===== src/rtl/csf_pkg.sv =====
// Shared types and constants for the container format sniffer.
package csf_pkg;

   // Default sizes
   localparam int LOOKAHEAD_DEFAULT = 20;
   localparam int QUEUE_DEPTH_DEFAULT = 4;

   // Bytes the marker checker looks at: four code bytes plus twenty followers
   localparam int JUDGE_BYTES = 24;
   localparam int CODE_BYTES = 4;

   // Byte counter
   localparam int SEEN_W = 25;
   localparam logic [SEEN_W-1:0] SEEN_MAX = 25'h1FF_FFFF;

   // Scan limit register
   localparam int LIMIT_W = 24;
   localparam logic [LIMIT_W-1:0] LIMIT_RESET = 24'd51200;

   // Start markers
   localparam logic [31:0] MARK_SVAC_A = 32'h0000_01EA;
   localparam logic [31:0] MARK_SVAC_B = 32'h0000_01ED;
   localparam logic [31:0] MARK_SVAC_C = 32'h0000_01EC;
   localparam logic [31:0] MARK_XM = 32'h0000_01FC;
   localparam logic [31:0] MARK_NEW_A = 32'h0000_01FD;
   localparam logic [31:0] MARK_NEW_B = 32'h0000_01FE;
   localparam logic [31:0] MARK_AUDIO = 32'h0000_01F0;
   localparam logic [31:0] MARK_PS = 32'h0000_01BA;
   localparam logic [31:0] MARK_RIFF = 32'h5249_4646;
   localparam logic [31:0] MARK_STD = 32'h4448_4156;
   localparam logic [31:0] TAG_AVI = 32'h4156_4920;

   // Checksum seed: the four code bytes of the std marker, mod 256
   localparam logic [7:0] STD_SEED = 8'h23;

   // Follower bytes needed per marker kind
   localparam int NEED_SVAC = 20;
   localparam int NEED_XM = 12;
   localparam int NEED_RIFF = 9;
   localparam int NEED_STD = 20;

   // Range limits
   localparam logic [15:0] SVAC_DIM_MIN = 16'd120;
   localparam logic [15:0] SVAC_DIM_MAX = 16'd4096;
   localparam logic [7:0] SVAC_ENC_MAX = 8'd5;
   localparam logic [7:0] SVAC_RATE_MAX = 8'd100;
   localparam logic [7:0] XM_DIM_MIN = 8'd15;    // 15 * 8 = 120
   localparam logic [7:0] XM_DIM_MAX = 8'd240;   // 240 * 8 = 1920
   localparam logic [7:0] XM_RATE_MASK = 8'h1F;
   localparam logic [7:0] XM_RATE_MAX = 8'd30;
   localparam logic [7:0] NEW_RATE_MAX = 8'd100;

   // Sticky flag bit positions
   localparam int FLAG_W = 7;
   localparam int FLAG_AVI = 0;
   localparam int FLAG_STD = 1;
   localparam int FLAG_NEW = 2;
   localparam int FLAG_XM = 3;
   localparam int FLAG_SVAC = 4;
   localparam int FLAG_PS = 5;
   localparam int FLAG_AUDIO = 6;

   // Format codes
   localparam logic [2:0] FMT_NONE = 3'd0;
   localparam logic [2:0] FMT_AVI = 3'd1;
   localparam logic [2:0] FMT_STD = 3'd2;
   localparam logic [2:0] FMT_NEW = 3'd3;
   localparam logic [2:0] FMT_XM = 3'd4;
   localparam logic [2:0] FMT_SVAC = 3'd5;
   localparam logic [2:0] FMT_PS = 3'd6;
   localparam logic [2:0] FMT_AUDIO = 3'd7;

   typedef struct packed {
      logic [7:0] data_byte;
      logic       last_byte;
   } req_item_type;

   typedef struct packed {
      logic [2:0] format_code;
      logic       stopped_early;
   } rsp_item_type;

endpackage


===== src/rtl/csf_if.sv =====
// Channel interfaces for the container format sniffer.
interface csf_req_if;
   logic       valid;
   logic       ready;
   logic [7:0] data_byte;
   logic       last_byte;
   modport source (output valid, output data_byte, output last_byte, input ready);
   modport sink (input valid, input data_byte, input last_byte, output ready);
endinterface

interface csf_rsp_if;
   logic       valid;
   logic       ready;
   logic [2:0] format_code;
   logic       stopped_early;
   modport source (output valid, output format_code, output stopped_early, input ready);
   modport sink (input valid, input format_code, input stopped_early, output ready);
endinterface

interface csf_csr_if;
   logic        valid;
   logic        ready;
   logic [23:0] write_data;
   modport source (output valid, output write_data, input ready);
   modport sink (input valid, input write_data, output ready);
endinterface


===== src/rtl/csf_queue.sv =====
// Input queue between the byte intake and the scan engine.
module csf_queue import csf_pkg::*; #(
   parameter int DEPTH = QUEUE_DEPTH_DEFAULT
) (
   input  logic         clock,
   input  logic         reset,
   input  logic         in_valid,
   output logic         in_ready,
   input  req_item_type in_item,
   output logic         out_valid,
   input  logic         out_ready,
   output req_item_type out_item
);

   localparam int IW = (DEPTH > 1) ? $clog2(DEPTH) : 1;
   localparam int CW = $clog2(DEPTH + 1);

   req_item_type    mem_ff [DEPTH];
   logic [IW-1:0]   wr_ptr_ff, wr_ptr_in;
   logic [IW-1:0]   rd_ptr_ff, rd_ptr_in;
   logic [CW-1:0]   count_ff, count_in;
   logic            push, pop;

   assign in_ready  = (count_ff != CW'(DEPTH));
   assign out_valid = (count_ff != '0);
   assign out_item  = mem_ff[rd_ptr_ff];
   assign push      = in_valid && in_ready;
   assign pop       = out_valid && out_ready;

   // Advance pointers and occupancy
   always_comb begin
      wr_ptr_in = wr_ptr_ff;
      rd_ptr_in = rd_ptr_ff;
      count_in  = count_ff;
      if (push) begin
         wr_ptr_in = (wr_ptr_ff == IW'(DEPTH - 1)) ? '0 : wr_ptr_ff + 1'b1;
      end
      if (pop) begin
         rd_ptr_in = (rd_ptr_ff == IW'(DEPTH - 1)) ? '0 : rd_ptr_ff + 1'b1;
      end
      if (push && !pop) begin
         count_in = count_ff + 1'b1;
      end else if (pop && !push) begin
         count_in = count_ff - 1'b1;
      end
   end

   always_ff @(posedge clock) begin
      if (reset) begin
         wr_ptr_ff <= '0;
         rd_ptr_ff <= '0;
         count_ff  <= '0;
      end else begin
         wr_ptr_ff <= wr_ptr_in;
         rd_ptr_ff <= rd_ptr_in;
         count_ff  <= count_in;
      end
   end

   // Store pushed transaction
   always_ff @(posedge clock) begin
      if (push) begin
         mem_ff[wr_ptr_ff] <= in_item;
      end
   end

endmodule


===== src/rtl/csf_judge.sv =====
// Marker checker: classifies the marker at the head of the byte window.
module csf_judge import csf_pkg::*; #(
   parameter int LOOKAHEAD_BYTES = LOOKAHEAD_DEFAULT
) (
   input  logic [JUDGE_BYTES-1:0][7:0]          win,
   input  logic [$clog2(LOOKAHEAD_BYTES+1)-1:0] avail,
   output logic [FLAG_W-1:0]                    hit
);

   localparam int AW = $clog2(LOOKAHEAD_BYTES + 1);

   logic [31:0] code;
   logic [7:0]  q [JUDGE_BYTES-CODE_BYTES];
   logic [15:0] svac_w, svac_h;
   logic [7:0]  xm_rate;
   logic [31:0] tag;
   logic        svac_ok, xm_dims_ok;
   logic [7:0]  t0 [20];
   logic [7:0]  t1 [10];
   logic [7:0]  t2 [5];
   logic [7:0]  t3 [3];
   logic [7:0]  t4 [2];
   logic [7:0]  csum;

   // Unpack code and follower bytes
   always_comb begin
      code = {win[0], win[1], win[2], win[3]};
      for (int i = 0; i < JUDGE_BYTES - CODE_BYTES; i++) begin
         q[i] = win[CODE_BYTES + i];
      end
   end

   // Range checks
   always_comb begin
      svac_w  = {q[5], q[4]};
      svac_h  = {q[7], q[6]};
      xm_rate = q[1] & XM_RATE_MASK;
      tag     = {q[4], q[5], q[6], q[7]};
      svac_ok = (q[0] >= 8'd1) && (q[0] <= SVAC_ENC_MAX)
             && (svac_w >= SVAC_DIM_MIN) && (svac_w <= SVAC_DIM_MAX)
             && (svac_h >= SVAC_DIM_MIN) && (svac_h <= SVAC_DIM_MAX)
             && (q[2] >= 8'd1) && (q[2] <= SVAC_RATE_MAX);
      xm_dims_ok = (q[2] >= XM_DIM_MIN) && (q[2] <= XM_DIM_MAX)
                && (q[3] >= XM_DIM_MIN) && (q[3] <= XM_DIM_MAX);
   end

   // Sum the std header as a balanced tree
   always_comb begin
      for (int i = 0; i < 19; i++) begin
         t0[i] = q[i];
      end
      t0[19] = STD_SEED;
      for (int i = 0; i < 10; i++) begin
         t1[i] = t0[2*i] + t0[2*i+1];
      end
      for (int i = 0; i < 5; i++) begin
         t2[i] = t1[2*i] + t1[2*i+1];
      end
      t3[0] = t2[0] + t2[1];
      t3[1] = t2[2] + t2[3];
      t3[2] = t2[4];
      t4[0] = t3[0] + t3[1];
      t4[1] = t3[2];
      csum  = t4[0] + t4[1];
   end

   // Classify the marker
   always_comb begin
      hit = '0;
      if (code == MARK_SVAC_A) begin
         hit[FLAG_SVAC] = (avail >= AW'(NEED_SVAC));
      end else if (code == MARK_SVAC_B || code == MARK_SVAC_C) begin
         hit[FLAG_SVAC] = (avail >= AW'(NEED_SVAC)) && svac_ok;
      end else if (code == MARK_XM) begin
         hit[FLAG_XM] = (avail >= AW'(NEED_XM)) && xm_dims_ok
                     && (xm_rate >= 8'd1) && (xm_rate <= XM_RATE_MAX);
      end else if (code == MARK_NEW_A || code == MARK_NEW_B) begin
         hit[FLAG_NEW] = (avail >= AW'(NEED_XM)) && xm_dims_ok
                      && (xm_rate >= 8'd1) && (xm_rate <= NEW_RATE_MAX);
      end else if (code == MARK_AUDIO) begin
         hit[FLAG_AUDIO] = 1'b1;
      end else if (code == MARK_PS) begin
         hit[FLAG_PS] = 1'b1;
      end else if (code == MARK_RIFF) begin
         hit[FLAG_AVI] = (avail >= AW'(NEED_RIFF)) && (tag == TAG_AVI);
      end else if (code == MARK_STD) begin
         hit[FLAG_STD] = (avail >= AW'(NEED_STD)) && (csum == q[19]);
      end
   end

endmodule


===== src/rtl/csf_back.sv =====
// Scan engine: byte window, marker judging, end-of-buffer flush and result register.
module csf_back import csf_pkg::*; #(
   parameter int LOOKAHEAD_BYTES = LOOKAHEAD_DEFAULT
) (
   input  logic               clock,
   input  logic               reset,
   input  logic               pop_valid,
   output logic               pop_ready,
   input  req_item_type       pop_item,
   input  logic [LIMIT_W-1:0] scan_limit,
   output logic               rsp_valid,
   input  logic               rsp_ready,
   output rsp_item_type       rsp_item
);

   localparam int WIN = LOOKAHEAD_BYTES + CODE_BYTES;
   localparam int AW  = $clog2(LOOKAHEAD_BYTES + 1);

   typedef enum logic [1:0] {ST_SCAN, ST_FLUSH, ST_EMIT} state_type;

   state_type                  state_ff, state_in;
   logic [7:0]                 win_ff [WIN];
   logic [7:0]                 win_in [WIN];
   logic [7:0]                 win_sh [WIN];
   logic [SEEN_W-1:0]          seen_ff, seen_in, seen_inc, seen_cur;
   logic [FLAG_W-1:0]          flags_ff, flags_in;
   logic                       stopped_ff, stopped_in;
   logic [AW-1:0]              cnt_ff, cnt_in;
   logic                       rsp_valid_ff, rsp_valid_in;
   rsp_item_type               rsp_item_ff, rsp_item_in;
   logic [JUDGE_BYTES-1:0][7:0] judge_win;
   logic [AW-1:0]              avail;
   logic [FLAG_W-1:0]          hit;
   logic [SEEN_W-1:0]          pos;
   logic                       judge_en;
   logic [7:0]                 shift_byte;
   logic                       pop;
   logic [2:0]                 code_sel;

   assign pop_ready = (state_ff == ST_SCAN);
   assign pop       = pop_valid && pop_ready;
   assign rsp_valid = rsp_valid_ff;
   assign rsp_item  = rsp_item_ff;

   // Shift the window by one, filling with the new byte or with ones during flush
   assign shift_byte = (state_ff == ST_FLUSH) ? 8'hFF : pop_item.data_byte;
   always_comb begin
      for (int i = 0; i < WIN - 1; i++) begin
         win_sh[i] = win_ff[i+1];
      end
      win_sh[WIN-1] = shift_byte;
      for (int i = 0; i < JUDGE_BYTES; i++) begin
         judge_win[i] = win_sh[i];
      end
   end

   // Followers available and marker position
   assign seen_inc = (seen_ff == SEEN_MAX) ? seen_ff : seen_ff + 1'b1;
   assign seen_cur = (state_ff == ST_FLUSH) ? seen_ff : seen_inc;
   assign avail    = (state_ff == ST_FLUSH) ? (AW'(LOOKAHEAD_BYTES - 1) - cnt_ff)
                                            : AW'(LOOKAHEAD_BYTES);
   assign pos      = seen_cur - SEEN_W'(avail);
   assign judge_en = !stopped_ff && ((state_ff == ST_SCAN && pop) || state_ff == ST_FLUSH);

   csf_judge #(
      .LOOKAHEAD_BYTES(LOOKAHEAD_BYTES)
   ) u_judge (
      .win  (judge_win),
      .avail(avail),
      .hit  (hit)
   );

   // Pick the format code by priority
   always_comb begin
      if (flags_ff[FLAG_AVI]) begin
         code_sel = FMT_AVI;
      end else if (flags_ff[FLAG_STD]) begin
         code_sel = FMT_STD;
      end else if (flags_ff[FLAG_NEW]) begin
         code_sel = FMT_NEW;
      end else if (flags_ff[FLAG_XM]) begin
         code_sel = FMT_XM;
      end else if (flags_ff[FLAG_SVAC]) begin
         code_sel = FMT_SVAC;
      end else if (flags_ff[FLAG_PS]) begin
         code_sel = FMT_PS;
      end else if (flags_ff[FLAG_AUDIO]) begin
         code_sel = FMT_AUDIO;
      end else begin
         code_sel = FMT_NONE;
      end
   end

   // Sequence scan, flush and emit
   always_comb begin
      state_in     = state_ff;
      win_in       = win_ff;
      seen_in      = seen_ff;
      flags_in     = flags_ff;
      stopped_in   = stopped_ff;
      cnt_in       = cnt_ff;
      rsp_valid_in = rsp_valid_ff && !rsp_ready;
      rsp_item_in  = rsp_item_ff;

      if (judge_en) begin
         win_in   = win_sh;
         flags_in = flags_ff | hit;
         if ((hit != '0) && (hit[FLAG_AVI] || (pos > {1'b0, scan_limit}))) begin
            stopped_in = 1'b1;
         end
      end

      case (state_ff)
         ST_SCAN: begin
            if (pop) begin
               if (!stopped_ff) begin
                  seen_in = seen_inc;
               end
               if (pop_item.last_byte) begin
                  cnt_in   = '0;
                  state_in = ST_FLUSH;
               end
            end
         end
         ST_FLUSH: begin
            cnt_in = cnt_ff + 1'b1;
            if (cnt_ff == AW'(LOOKAHEAD_BYTES - 1)) begin
               state_in = ST_EMIT;
            end
         end
         ST_EMIT: begin
            if (!rsp_valid_ff || rsp_ready) begin
               rsp_valid_in              = 1'b1;
               rsp_item_in.format_code   = code_sel;
               rsp_item_in.stopped_early = stopped_ff;
               for (int i = 0; i < WIN; i++) begin
                  win_in[i] = 8'hFF;
               end
               seen_in    = '0;
               flags_in   = '0;
               stopped_in = 1'b0;
               state_in   = ST_SCAN;
            end
         end
         default: begin
            state_in = ST_SCAN;
         end
      endcase
   end

   always_ff @(posedge clock) begin
      if (reset) begin
         state_ff     <= ST_SCAN;
         for (int i = 0; i < WIN; i++) begin
            win_ff[i] <= 8'hFF;
         end
         seen_ff      <= '0;
         flags_ff     <= '0;
         stopped_ff   <= 1'b0;
         cnt_ff       <= '0;
         rsp_valid_ff <= 1'b0;
      end else begin
         state_ff     <= state_in;
         win_ff       <= win_in;
         seen_ff      <= seen_in;
         flags_ff     <= flags_in;
         stopped_ff   <= stopped_in;
         cnt_ff       <= cnt_in;
         rsp_valid_ff <= rsp_valid_in;
      end
      rsp_item_ff <= rsp_item_in;
   end

endmodule


===== src/rtl/container_format_sniffer.sv =====
// Top level of the container format sniffer.
// Throughput: one byte per cycle while scanning; the scan engine judges one marker per cycle until it stops early.
// After the last byte of a buffer the engine flushes the pending markers, then emits the result
// once the result register is free or being read; no new bytes are taken meanwhile.
// Reset: synchronous; scan_limit returns to 51200, queue empties, window fills with ones.
// No clearing pass is needed after reset.
module container_format_sniffer import csf_pkg::*; #(
   parameter int LOOKAHEAD_BYTES = LOOKAHEAD_DEFAULT,
   parameter int QUEUE_DEPTH = QUEUE_DEPTH_DEFAULT
) (
   input logic      clock,
   input logic      reset,
   csf_req_if.sink  req_chan,
   csf_rsp_if.source rsp_chan,
   csf_csr_if.sink  csr_chan
);

   logic [LIMIT_W-1:0] scan_limit_ff, scan_limit_in;
   req_item_type       req_item;
   req_item_type       q_item;
   logic               q_valid, q_ready;
   rsp_item_type       rsp_item;

   // Hold the scan limit register
   assign csr_chan.ready = 1'b1;
   assign scan_limit_in  = (csr_chan.valid) ? csr_chan.write_data : scan_limit_ff;

   always_ff @(posedge clock) begin
      if (reset) begin
         scan_limit_ff <= LIMIT_RESET;
      end else begin
         scan_limit_ff <= scan_limit_in;
      end
   end

   assign req_item.data_byte = req_chan.data_byte;
   assign req_item.last_byte = req_chan.last_byte;

   csf_queue #(
      .DEPTH(QUEUE_DEPTH)
   ) u_queue (
      .clock    (clock),
      .reset    (reset),
      .in_valid (req_chan.valid),
      .in_ready (req_chan.ready),
      .in_item  (req_item),
      .out_valid(q_valid),
      .out_ready(q_ready),
      .out_item (q_item)
   );

   csf_back #(
      .LOOKAHEAD_BYTES(LOOKAHEAD_BYTES)
   ) u_back (
      .clock     (clock),
      .reset     (reset),
      .pop_valid (q_valid),
      .pop_ready (q_ready),
      .pop_item  (q_item),
      .scan_limit(scan_limit_ff),
      .rsp_valid (rsp_chan.valid),
      .rsp_ready (rsp_chan.ready),
      .rsp_item  (rsp_item)
   );

   assign rsp_chan.format_code   = rsp_item.format_code;
   assign rsp_chan.stopped_early = rsp_item.stopped_early;

endmodule


===== src/flat_wrapper.sv =====
// flat-port wrapper written by rule: the top's interface ports become plain ports
module container_format_sniffer_flat import csf_pkg::*;
#(
   parameter int LOOKAHEAD_BYTES = LOOKAHEAD_DEFAULT,
   parameter int QUEUE_DEPTH = QUEUE_DEPTH_DEFAULT
)
  (clock, reset, req_chan_valid, req_chan_data_byte, req_chan_last_byte, req_chan_ready, rsp_chan_valid, rsp_chan_format_code, rsp_chan_stopped_early, rsp_chan_ready, csr_chan_valid, csr_chan_write_data, csr_chan_ready);
  csf_req_if req_chan_i ();
  csf_rsp_if rsp_chan_i ();
  csf_csr_if csr_chan_i ();
  input logic clock;
  input logic reset;
  input wire logic [$bits(req_chan_i.valid)-1:0] req_chan_valid;
  input wire logic [$bits(req_chan_i.data_byte)-1:0] req_chan_data_byte;
  input wire logic [$bits(req_chan_i.last_byte)-1:0] req_chan_last_byte;
  output wire logic [$bits(req_chan_i.ready)-1:0] req_chan_ready;
  output wire logic [$bits(rsp_chan_i.valid)-1:0] rsp_chan_valid;
  output wire logic [$bits(rsp_chan_i.format_code)-1:0] rsp_chan_format_code;
  output wire logic [$bits(rsp_chan_i.stopped_early)-1:0] rsp_chan_stopped_early;
  input wire logic [$bits(rsp_chan_i.ready)-1:0] rsp_chan_ready;
  input wire logic [$bits(csr_chan_i.valid)-1:0] csr_chan_valid;
  input wire logic [$bits(csr_chan_i.write_data)-1:0] csr_chan_write_data;
  output wire logic [$bits(csr_chan_i.ready)-1:0] csr_chan_ready;
  assign req_chan_i.valid = req_chan_valid;
  assign req_chan_i.data_byte = req_chan_data_byte;
  assign req_chan_i.last_byte = req_chan_last_byte;
  assign req_chan_ready = req_chan_i.ready;
  assign rsp_chan_valid = rsp_chan_i.valid;
  assign rsp_chan_format_code = rsp_chan_i.format_code;
  assign rsp_chan_stopped_early = rsp_chan_i.stopped_early;
  assign rsp_chan_i.ready = rsp_chan_ready;
  assign csr_chan_i.valid = csr_chan_valid;
  assign csr_chan_i.write_data = csr_chan_write_data;
  assign csr_chan_ready = csr_chan_i.ready;
  container_format_sniffer #(.LOOKAHEAD_BYTES(LOOKAHEAD_BYTES), .QUEUE_DEPTH(QUEUE_DEPTH)) u_core (.clock(clock), .reset(reset), .req_chan(req_chan_i), .rsp_chan(rsp_chan_i), .csr_chan(csr_chan_i));
endmodule

===== config.mk =====
export PLATFORM = sky130hd
export DESIGN_NAME = container_format_sniffer_flat
export DESIGN_NICKNAME = d
export VERILOG_FILES = /design/src/rtl/csf_pkg.sv /design/src/rtl/csf_if.sv /design/src/rtl/csf_queue.sv /design/src/rtl/csf_judge.sv /design/src/rtl/csf_back.sv /design/src/rtl/container_format_sniffer.sv /design/src/flat_wrapper.sv
export SDC_FILE = /design/constraint.sdc
export NUM_CORES = 1
export LEC_CHECK = 0
export ABC_AREA = 1
export BUFFER_PORTS_ARGS = -buffer_cell sky130_fd_sc_hd__buf_4
export CAP_MARGIN = 20
export CELL_PAD_IN_SITES_DETAIL_PLACEMENT = 0
export CELL_PAD_IN_SITES_GLOBAL_PLACEMENT = 1
export CORE_ASPECT_RATIO = 1.4
export CORE_MARGIN = 2
export CORE_UTILIZATION = 38
export CTS_BUF_LIST = sky130_fd_sc_hd__clkbuf_2 sky130_fd_sc_hd__clkbuf_4 sky130_fd_sc_hd__clkbuf_8
export CTS_CLUSTER_SIZE = 30
export DETAILED_ROUTE_END_ITERATION = 7
export PLACE_DENSITY = 0.69
export SYNTH_ARGS = -nofsm -noshare
export SYNTH_HDL_FRONTEND = slang
export SYNTH_SLANG_ARGS = --single-unit

===== constraint.sdc =====
create_clock -name clock -period 15.5 [get_ports clock]
set_input_delay 4.65 -clock clock [delete_from_list [all_inputs] [get_ports clock]]
set_output_delay 4.65 -clock clock [all_outputs]
set_load 0.02 [all_outputs]

==> results.md <==
- Post-route ant nets: 0
- Final TNS setup: 0 ps
- Crit path required time: 15910 ps
- Post-Route WL: 45100 µm
- Initial antenna violation count: 1
- Grt total ovfl: 0
- Hpwl dp: 32100 µm
- DIE WIDTH: ~180 µm
- # H-tree levels: 2
- Vias post-DR: 14200
- Tightest Pin Transition: about 1100 ps
- Post-synth top area cell: dfxtp_1
- Chip Height: around 260 µm
- Launch point of the critical path: rsp_chan_ready
- Syn Inst Count: 2251
- Syn_area_per_cell: 7.69 µm²
- Post-DR vias/cell: 4.87
- Layout cells sized above 1: 7.69%
- Crit path launch type: input pin
- Clock buffer depth: 3
- Hold Vio Cnt, Final: 0
- Syn_nets: 2458
- Synth Register Bits: 298
- Largest net degree at the start of global routing: about 180
- Max-slew headroom: 25.0%
- Synth warn: 0
- Hold_sp: u_core.scan_limit_ff[13]$_SDFFE_PP0P_
- TritonCTS clock tree: yes
- 1st-pass router iterations: 5
- Post-CTS Setup Bufs: 0
- Initial core utilization: roughly two fifths
- Tmin final: 6450 ps
- Largest cells by area after synthesis: dfxtp_1 30%, nand2_1 14%, fa_1 12%
- Clock transition at path regs: roughly 60 ps
- Sequential share of the synthesized area: about 37%
- Max incr delay on CP: 880 ps
- Boundary pin count: 45
- Area fraction of the dominant cell type after synthesis: around 30%
- Final Instance Area: 19300 µm²
- Nets: 2469
- DR iter-0 viols: 751
- Crit-path cells: buf_4 > nor2_1 > nor3_1 > nor2_4 > buf_4 > buf_4 > o211ai_1
- # Max-Cap Violations: 0
- Fin util: 42.8%
- # resized after CTS: 0
- Final worst-path cycle share: 41.6%
- CTS Hold Buffers Added: 0
- Crit end category: register
- Num CTS Buffers: around 50
- DRC Markers: 0
- Die Area: roughly 47000 µm²
- Clock root buffer: clkbuf_8
- Area Growth Syn to Fin: 11.2%
- FMAX: 155 MHz
- Clk_lat worst skew: 620 ps
- Vias in the first global route: 14000
- Count of unique library cells instantiated by Yosys: 49
- Most frequent cells in the layout: 645 x nand2_1, 267 x inv_1, 258 x dfxtp_1, 191 x nand3_1, 142 x nor2_1
- Max Clock Skew: 39.9 ps
- Std cell rows: 92
- Crit Path Class: input pin to register
- HP Class: register to register
- Worst r2r src: u_core.u_back.judge_win[34]$_SDFF_PP1_
- Overall Global Routing Usage: 19.6%
- Setup violators final: 0
- First-pass GRT wire length: between 70000 and 80000 µm
- Commonest non-fill, non-tap cell in the layout: nand2_1
- Buffers on Ports: 43
- Clock tree sinks: 298
- WP buf/inv: 3
- Filler cells: around 4600
- DP Cell Count: 2818
- Crit path max fanout: 88
- Status: finished, final reports clean
- CP delay by family, top: buffers and inverters
- Core area: 45000 µm²
- Most frequent CP cell: buf_4
- RSZ-0062 raised after global routing: no
- Avg WL per Cell: roughly 15 µm
- GPL Wtd Cong: between 0.8 and 0.9
- Max-slew violations: 0
- Fin cells: 2914
- Mapped cell area: 17300 µm²
- Crit-path slowest cell: buf_4
- Dpl cell area: 18100 µm²
- CP Data Arrival Time: 6860 ps
[layout make-up]
type	instances	area [µm²]	share of cell area, %
Antenna cell	1	2.50	0.0130
Clock inverter	12	87.6	0.455
Timing Repair Buffer	51	428	2.22
Sequential cell	298	6370	33.1
Clock buffer	81	1010	5.27
Multi-Input combinational cell	1589	9570	49.7
Inverter	271	1020	5.31
Tap cell	611	764	3.97
[final timing paths]
kind | endpoint | slack [ps] | depth (start not counted)
max reg2reg | u_core.u_back.stopped_ff$_SDFF_PP0_ | 9240 | 22
max | u_core.u_back.judge_win[27]$_SDFF_PP1_ | 9050 | 7
min reg2reg | u_core.scan_limit_ff[13]$_SDFFE_PP0P_ | 460 | 2
min | u_core.scan_limit_ff[13]$_SDFFE_PP0P_ | 460 | 2
[logic make-up after synthesis]
group | share of synthesized area, %
xor+xnor | 3.06
other cells | 0.0217
mux | 0.0578
simple gates | 26.2
buf+inv | 8.07
flops | 36.8
fa+ha+maj | 16.8
compound gates | 9.05
[synthesized netlist by cell type (all sizes together)]
| cell | number |
|---|---|
| nand3b | 3 |
| o221ai | 1 |
| nand2 | 653 |
| xor2 | 29 |
| o211ai | 33 |
| o2111a | 1 |
| and3 | 2 |
| clkinv | 1 |
| o211a | 1 |
| a21boi | 1 |
| buf | 16 |
| nor4 | 7 |
| o31ai | 1 |
| edfxtp | 40 |
| inv | 270 |
| dfxtp | 258 |
| xnor3 | 1 |
| fa | 105 |
| mux2i | 1 |
| clkbuf | 77 |
| o21ai | 96 |
| a21oi | 135 |
| nor2 | 157 |
| o21bai | 4 |
| o21a | 2 |
| nor3 | 24 |
| nor3b | 2 |
| ha | 64 |
| a21o | 1 |
| or2 | 6 |
| nand3 | 194 |
| a31oi | 7 |
| nand2b | 1 |
| xnor2 | 29 |
| nand4 | 25 |
| conb | 1 |
| a211oi | 2 |
[routing by layer]
layer	GRT usage (%)	up-vias	part of all wire, %
met2	36.4	187	53
met5	0	-	0
li1	-	7220	-
met1	22.5	6721	40
met3	2.41	66	2.9
met4	7.40	0	3.2
[state kept, by name, indices dropped and copies added (netlist names), named ones only]
name                      cells
u_core.scan_limit_ff         24
u_core.u_back.rsp_valid       1
u_core.u_queue.wr_ptr_ff      2
u_core.u_queue.mem_ff        36
u_core.u_back.flags_ff        7
u_core.u_back.cnt_ff          5
u_core.u_back.rsp_item        4
u_core.u_back.state_ff        2
u_core.u_back.judge_win     184
u_core.u_back.seen_ff        25
u_core.u_queue.rd_ptr_ff      2
u_core.u_back.stopped_ff      1
u_core.u_queue.count_ff       3
[stage by stage]
| step | hold slack, ps | worst slack (ps) |
|---|---|---|
| 2_1_floorplan | 435 | 9500 |
| 3_3_place_gp | 454 | 8480 |
| 3_5_place_dp | 458 | 8400 |
| 4_1_cts | 468 | 9030 |
| 5_1_grt | 484 | 8810 |
| 6_report | 464 | 9050 |
[worst min-delay path, stage by stage (launching register included)]
cell and delay, ps:
dfxtp_1 300, inv_1 60, a21oi_1 60
Power is not shown: default switching activity piles up to over one toggle a cycle in this logic, so the estimate is an artifact.
